### src/sv/assert_macros.svh
// assertion helpers for the rtl files, used by xpfec_ctrl
`ifndef ASSERT_MACROS_SVH
`define ASSERT_MACROS_SVH

// checked outside reset only
`define XP_ASSERT(lbl, prop, msg) \
  lbl: assert property (@(posedge clk_i) disable iff (!rst_ni) prop) else $error(msg);

// checked at every edge, reset included
`define XP_ASSERT_ALWAYS(lbl, prop, msg) \
  lbl: assert property (@(posedge clk_i) prop) else $error(msg);

`endif

### src/sv/xpfec_pkg.sv
package xpfec_pkg;

  localparam int FRAMES        = 1024;
  localparam int GROUP         = 2;
  localparam int PAYLOAD_WORDS = 20;

  localparam int KIND_W   = 8;
  localparam int SEQ_IN_W = 32;
  localparam int WI_W     = 5;
  localparam int WORD_W   = 64;
  localparam int SEQ_W    = $clog2(FRAMES);
  localparam int GI_W     = $clog2(GROUP);
  localparam int ADDR_W   = $clog2(FRAMES * PAYLOAD_WORDS);

  localparam logic [KIND_W-1:0] KIND_DATA   = 8'd0;
  localparam logic [KIND_W-1:0] KIND_PARITY = 8'd1;

  typedef enum logic [3:0] {
    S_CLEAR, S_IDLE, S_LOOK, S_EVAL, S_EMIT, S_GRP_RD, S_GRP_CHK, S_FWD,
    S_RB_P, S_RB_PD, S_RB_F, S_RB_FD, S_RB_WR, S_SETM, S_SETM_WR
  } state_e;

  // presence memory address source and write operation
  typedef enum logic [1:0] {PA_SEQ, PA_GRP, PA_MISS, PA_CLR} pres_sel_e;
  typedef enum logic [1:0] {PO_NONE, PO_CLR, PO_FRM, PO_PAR} pres_op_e;
  // frame and parity store address sources
  typedef enum logic [1:0] {FA_ITEM, FA_GRP, FA_MISS} fsel_e;
  typedef enum logic {PS_ITEM, PS_GRP} psel_e;

  typedef struct packed {
    logic      load_item;
    pres_sel_e pres_sel;
    pres_op_e  pres_op;
    logic      fst_wr;
    fsel_e     fsel;
    logic      pst_wr;
    psel_e     psel;
    logic      clr_step;
    logic      grp_init;
    logic      grp_acc;
    logic      i_clr;
    logic      rb_load_par;
    logic      rb_xor;
    logic      rb_write;
    logic      emit_item;
    logic      emit_lor;
  } cmd_t;

  typedef struct packed {
    logic clr_done;
    logic is_data;
    logic is_par;
    logic seq_ok;
    logic wi_ok;
    logic last;
    logic frm_bit;
    logic grp_ok;
    logic i_last;
    logic w_last;
    logic out_free;
  } sts_t;

  // word address of frame s, word w
  function automatic logic [ADDR_W-1:0] word_addr(logic [SEQ_W-1:0] s, logic [WI_W-1:0] w);
    logic [ADDR_W-1:0] base;
    base = ADDR_W'(s) * ADDR_W'(PAYLOAD_WORDS);
    return base + ADDR_W'(w);
  endfunction

endpackage

### src/sv/xpfec_ctrl.sv
`include "assert_macros.svh"

module xpfec_ctrl
  import xpfec_pkg::*;
(
  input  logic clk_i,
  input  logic rst_ni,
  input  logic in_valid_i,
  output logic in_ready_o,
  input  sts_t sts_i,
  output cmd_t cmd_o
);

  state_e state_q, state_d;

  always_ff @(posedge clk_i or negedge rst_ni) begin
    if (!rst_ni) begin
      state_q <= S_CLEAR;
    end else begin
      state_q <= state_d;
    end
  end

  // next state and commands
  always_comb begin
    state_d       = state_q;
    in_ready_o    = 1'b0;
    cmd_o         = '0;
    cmd_o.pres_sel = PA_SEQ;
    cmd_o.pres_op  = PO_NONE;
    cmd_o.fsel     = FA_GRP;
    cmd_o.psel     = PS_ITEM;
    unique case (state_q)
      S_CLEAR: begin
        if (sts_i.clr_done) begin
          state_d = S_IDLE;
        end else begin
          cmd_o.pres_sel = PA_CLR;
          cmd_o.pres_op  = PO_CLR;
          cmd_o.clr_step = 1'b1;
        end
      end
      S_IDLE: begin
        in_ready_o = 1'b1;
        if (in_valid_i) begin
          cmd_o.load_item = 1'b1;
          state_d = S_LOOK;
        end
      end
      S_LOOK: begin
        state_d = S_EVAL;
      end
      S_EVAL: begin
        state_d = S_IDLE;
        if (sts_i.seq_ok && sts_i.is_data && !sts_i.frm_bit) begin
          cmd_o.fst_wr = sts_i.wi_ok;
          cmd_o.fsel   = FA_ITEM;
          if (sts_i.last) begin
            cmd_o.pres_op  = PO_FRM;
            cmd_o.grp_init = 1'b1;
            state_d = S_GRP_RD;
          end else if (sts_i.wi_ok) begin
            state_d = S_EMIT;
          end
        end else if (sts_i.seq_ok && sts_i.is_par) begin
          cmd_o.pst_wr = sts_i.wi_ok;
          if (sts_i.last) begin
            cmd_o.pres_op  = PO_PAR;
            cmd_o.grp_init = 1'b1;
            state_d = S_GRP_RD;
          end
        end
      end
      S_EMIT: begin
        if (sts_i.out_free) begin
          cmd_o.emit_item = 1'b1;
          cmd_o.emit_lor  = 1'b1;
          state_d = S_IDLE;
        end
      end
      S_GRP_RD: begin
        cmd_o.pres_sel = PA_GRP;
        state_d = S_GRP_CHK;
      end
      S_GRP_CHK: begin
        cmd_o.grp_acc = 1'b1;
        state_d = sts_i.i_last ? S_FWD : S_GRP_RD;
      end
      S_FWD: begin
        if (sts_i.is_data && sts_i.wi_ok) begin
          if (sts_i.out_free) begin
            cmd_o.emit_item = 1'b1;
            cmd_o.emit_lor  = ~sts_i.grp_ok;
            state_d = sts_i.grp_ok ? S_RB_P : S_IDLE;
          end
        end else begin
          state_d = sts_i.grp_ok ? S_RB_P : S_IDLE;
        end
      end
      S_RB_P: begin
        cmd_o.psel  = PS_GRP;
        cmd_o.i_clr = 1'b1;
        state_d = S_RB_PD;
      end
      S_RB_PD: begin
        cmd_o.rb_load_par = 1'b1;
        state_d = S_RB_F;
      end
      S_RB_F: begin
        state_d = S_RB_FD;
      end
      S_RB_FD: begin
        cmd_o.rb_xor = 1'b1;
        state_d = sts_i.i_last ? S_RB_WR : S_RB_F;
      end
      S_RB_WR: begin
        if (sts_i.out_free) begin
          cmd_o.fst_wr   = 1'b1;
          cmd_o.fsel     = FA_MISS;
          cmd_o.rb_write = 1'b1;
          state_d = sts_i.w_last ? S_SETM : S_RB_P;
        end
      end
      S_SETM: begin
        cmd_o.pres_sel = PA_MISS;
        state_d = S_SETM_WR;
      end
      S_SETM_WR: begin
        cmd_o.pres_sel = PA_MISS;
        cmd_o.pres_op  = PO_FRM;
        state_d = S_IDLE;
      end
      default: begin
        state_d = S_IDLE;
      end
    endcase
  end

  // results only go into a free output register
  `XP_ASSERT(a_emit_free, (cmd_o.emit_item || cmd_o.rb_write) |-> sts_i.out_free, "emit into busy output")
  // rebuilt words only for a group that qualified
  `XP_ASSERT(a_rb_grp_ok, cmd_o.rb_write |-> sts_i.grp_ok, "rebuild without a qualified group")
  // no request taken while the presence memory is being cleared
  `XP_ASSERT_ALWAYS(a_clear_block, (state_q == S_CLEAR) |-> !in_ready_o, "request taken during clear")

endmodule

### config.mk
export PLATFORM = sky130hd
export DESIGN_NAME = xpfec_ctrl
export DESIGN_NICKNAME = d
export VERILOG_FILES = /design/src/sv/xpfec_pkg.sv /design/src/sv/xpfec_ctrl.sv
export VERILOG_INCLUDE_DIRS = /design/src /design/src/sv
export SDC_FILE = /design/constraint.sdc
export NUM_CORES = 1
export LEC_CHECK = 0
export BUFFER_PORTS_ARGS = -buffer_cell sky130_fd_sc_hd__buf_2
export CAP_MARGIN = 20
export CORE_AREA = 2 2 39 41
export CTS_BUF_LIST = sky130_fd_sc_hd__clkbuf_16
export CTS_CLUSTER_SIZE = 8
export DETAILED_ROUTE_END_ITERATION = 12
export DIE_AREA = 0 0 41 43
export GPL_TIMING_DRIVEN = 1
export PLACE_DENSITY = 0.8
export SYNTH_ARGS = -nofsm -noshare
export SYNTH_HDL_FRONTEND = slang
export SYNTH_SLANG_ARGS = --single-unit
### constraint.sdc
create_clock -name clk_i -period 2.91 [get_ports clk_i]
set_input_delay 0.4365 -clock clk_i [delete_from_list [all_inputs] [get_ports clk_i]]
set_output_delay 0.4365 -clock clk_i [all_outputs]
set_load 0.01 [all_outputs]
* Yosys cells after proc, flatten, opt, wreduce, memory -nomap -nowiden *
Cells that the tools add are included.

storage, ports and cells
  input bits = 14
  latch bits = 0
  memories kept = 0
  output and inout bits = 20
  logic and storage cells = 77
  bits in registers = 4
  memory bits (read-only) = 0
  RAM bits = 0

operators by class
  multiplexer cells = 48
  bitwise operators = 1
  reduce and logical (&&, ||, !) cells = 8
  shift operators = 0
  eq/ne operators = 19
  div/mod/pow operators = 0
  order comparisons = 0
  add/subtract/negate cells = 0
  multipliers = 0

operators by type and width
  cell                                            number
  one-hot mux 4 bit (14 select lines)             1
  two-way mux 4 bit                               10
  == test 4 bit (second input constant)           7
  two-way mux 3 bit                               7
  two-way mux 1 bit                               18
  == test 4 x 3 -> 1 bit (second input constant)  4
  two-way mux 2 bit                               8
  one-hot mux 2 bit (3 select lines)              2
  == test 4 x 2 -> 1 bit (second input constant)  2
  inequality test 2 bit (second input constant)   4
  one-hot mux 3 bit (2 select lines)              1
  AND reduction 5 bit                             1
  == test 4 x 1 -> 1 bit (second input constant)  1
  logical AND 1 bit                               4
  zero test 4 bit                                 1
  one-hot mux 2 bit (2 select lines)              1
  inequality test 3 bit (second input constant)   1
  OR reduction 2 bit                              1
  zero test 1 bit                                 1
  NOT 1 bit                                       1

* Longest topological paths before layout *
  depth in word-level cells = 4
  mapped depth = 6
  gate-level depth less buffers = 4

* Worst setup path after synthesis *
Ideal clock, no wire load.

  path kind = register to output
  from = reg state_q[1]
  to = out cmd_o[13] (netlist name)
  path slack = 1.018 ns
  data required time = 2.474 ns
  arrival = 1.455 ns
  path buffers = 1
  cell stages (with the launch flop) = 5
  path through = dfrtp_1 > or2_1 > clkbuf_1 > nor3_1 > o21bai_1

RTL lines
  what                      line              source
  start: declaration        xpfec_ctrl.sv:14  state_e state_q, state_d;
  start signal: assignment  xpfec_ctrl.sv:20  state_q <= state_d;
  end: declaration          xpfec_ctrl.sv:11  output cmd_t cmd_o

==> flow_summary.yaml <==
worst_setup_path:
  crit_type: "flip-flop to output pin"
  critPathRequiredTime_ns: 2.47
  cp_max_fo: 17
  start_kind: "flip-flop"
  r2r_end: "state_q[0]$_DFFE_PN0P_"
  reg2reg_from: "state_q[2]$_DFFE_PN0P_"
  r2r_slack_ns: 1.05
  endpoint_kind: "output pin"
  worstRegToRegCells: 4
  worst_ep_arrival_time_ns: 1.84
clock_tree:
  cts_htree_levels: 1
  cts_root_buf: "clkbuf_16"
  clk_path_buf_depth: 2
  hold_buffers: 0
  cts-resized-gates: 0
  post-cts-setup-buffers: 0
  numCtsBuffers: 3
  cts_num_sinks: 4
  cts_tree: "built"
  clk_pin_slew_worst_paths_ns: 0.03
  clk_latency_ns: 0.22
sta:
  rsz0062_at_grt: "no"
  fin_setup_tns_ns: 0
  max_freq_ghz: 0.439
  hold_viol: 0
  tightest_slew_ns: 0.564
  period_minus_slack_ns: 2.28
  setup_slack_ns: 0.633
  fin_skew_ns: 0.00251
  maxSlewViolCount: 0
  slew-limit-headroom_pct: 62.4
  period_share_pct: 78.3
  setup_violations: 0
run_status:
  outcome: "complete, no violations"
cells_and_area:
  largest_register_ffs: 4
  instances_no_fill: 124
  drive_gt1_share_pct: 37.0
  fin_area_um2: 796
  reg_top3: "state_q: 4 flops"
  fin_nets: 124
  synthToLayoutAreaGrowth_pct: 37.4
  top_register: "state_q"
  antennaDiodeCount: 0
place:
  placedInstanceArea_um2: 721
  dp_cells: 121
  dp_slack_ns: 0.906
  place_congestion: 0.911
  dp_hpwl_um: 1230
  io_buffers: 33
grt:
  gr-total-overflow: 0
  grt_use_total_pct: 22.6
  grt_pass1_vias: 628
  antenna_found_initial: 0
  grt_first_pass_wirelength_um: 2750
  grt_max_degree: 19
detailed_routing:
  wirelength_um: 1700
  drcViolationCount: 0
  dr.first_iter.drc_count: 32
  final_antenna_net_count: 0
  dr.pass1.iters: 4
  vias_per_cell: 5.83
  vias: 723
  wl_per_cell_um: 13.7
power:
  p_int_uw: 430
  p_sw_share_pct: 43.8
  seq_power_share_pct: 24.6
  netSwitchingPower_uw: 336
  p_leak_uw: 0.000398
  ir_worst_vdd_mv: 0.357
  pwr-share-comb_pct: 47.8
  clkPwrFrac_pct: 27.6
  p_per_area_nw_per_um2: 962
  total_power_uw: 766
synthesis:
  syn_avg_cell_area_um2: 7.24
  yosys_warnings: 0
  ys_top_cells_by_area: "dfrtp_1 (17%), nand2b_1 (6.5%), nor2_1 (4.5%)"
  synth-seq-area-share_pct: 17.3
  synthCells: 80
  yosysTopAreaCell: "dfrtp_1"
  yosysTopAreaCellShare_pct: 17.3
  ys_ff_latch: 4
  netlist_area_um2: 579
  yosysUniqueCellTypes: 36
  syn-num-nets: 94
floorplanning:
  dieArea_um2: 1760
  start_util_pct: 41.9
  die_w_um: 41
  core_um2: 1380
  row_count: 14
  ios: 34
  die_h_um: 43
worst_hold_path:
  hp-class: "input pin to async pin"
job:
  max_cap_violations: 0
==> cells by family after synthesis <==
kind of cell | after synthesis | share of synthesized area, %
AO/OA/AOI/OAI | 23 | 29.4
multiplexers | 2 | 4.53
buffers and inverters | 11 | 9.50
flip-flops | 4 | 17.3
AND/OR/NAND/NOR | 40 | 39.3
==> power by group through the flow <==
stage	sequential, uW	combinational (uW)	clock, uW
2_1_floorplan	108	343	0
3_3_place_gp	181	358	0
3_5_place_dp	183	358	0
4_1_cts	183	365	213
5_1_grt	200	404	221
6_report	188	366	211
==> metal layers <==
metal / global-route usage [%] / routed length (um) / vias to the layer above
met5: 0 / 0 / -
met4: 11.3 / 19 / 0
met3: 5.24 / 116 / 2
met2: 32.8 / 856 / 39
met1: 30.1 / 710 / 329
li1: - / - / 353
==> Yosys cell counts, drive strengths merged <==
cell	instances
o31a	1
nand2	5
a21oi	3
or4	1
or2	1
a211oi	1
mux2	2
a22oi	1
o31ai	2
a41oi	1
a21boi	1
nor3	5
o41ai	1
inv	3
o21bai	1
o21ai	4
and3	2
o22ai	1
nand3	3
a21o	2
buf	5
nor4b	1
nor2	7
dfrtp	4
nor2b	3
clkbuf	3
nand4	2
or4b	1
a31o	1
and2	1
nand2b	6
o32ai	3
nand3b	1
nand4b	1
==> worst max path at each step <==
stage | from | endpoint | slack (ns) | cells after the start
floorplan | state_q[1]$_DFFE_PN0P_ | cmd_o[13] | 1.02 | 4
global placement | state_q[1]$_DFFE_PN0P_ | cmd_o[14] | 0.94 | 4
detailed placement | state_q[2]$_DFFE_PN0P_ | cmd_o[13] | 0.91 | 4
CTS | state_q[1]$_DFFE_PN0P_ | cmd_o[17] | 0.65 | 4
global route | state_q[2]$_DFFE_PN0P_ | cmd_o[13] | 0.52 | 4
finish | state_q[0]$_DFFE_PN0P_ | cmd_o[17] | 0.63 | 4
==> layout make-up <==
| type | instances | area, um2 |
|---|---|---|
| inverters | 3 | 11.3 |
| clock buffers | 3 | 75.1 |
| multi-input cells | 65 | 424 |
| flip-flops and latches | 4 | 100 |
| fillers | 123 | 588 |
| well taps | 16 | 20.0 |
| repair buffers | 33 | 165 |
==> cells in the final DEF, fill, tap and decap left out, types with 2 or more instances in the layout <==
cell type / synthesis / final
dfrtp_1: 4 / 4
nand3_1: 3 / 3
nor3_1: 5 / 5
nand2b_1: 6 / 6
nor2_1: 7 / 7
a21o_1: 2 / 2
inv_1: 3 / 3
o31ai_1: 2 / 2
nand2_1: 5 / 5
o32ai_1: 3 / 3
a21oi_1: 3 / 3
nand4_1: 2 / 2
nor2b_1: 3 / 3
o21ai_0: 4 / 4
clkbuf_16: 0 / 3
buf_2: 2 / 33
and3_1: 2 / 2
==> critical path, cell delays in order, from the launching register on <==
cell     delay, ns
dfrtp_1       0.54
or2_1         0.38
or4_1         0.48
nand2_1       0.08
buf_2         0.12
==> through the flow <==
| step | util, % | hold slack (ns) |
|---|---|---|
| 2_1_floorplan | - | 0.141 |
| 3_3_place_gp | 52.1 | 0.240 |
| 3_5_place_dp | 52.1 | 0.240 |
| 4_1_cts | 57.5 | 0.0115 |
| 5_1_grt | 57.5 | 0.0104 |
| 6_report | 57.5 | 0.00994 |
Note: power is estimated with default switching activity, not from simulation.
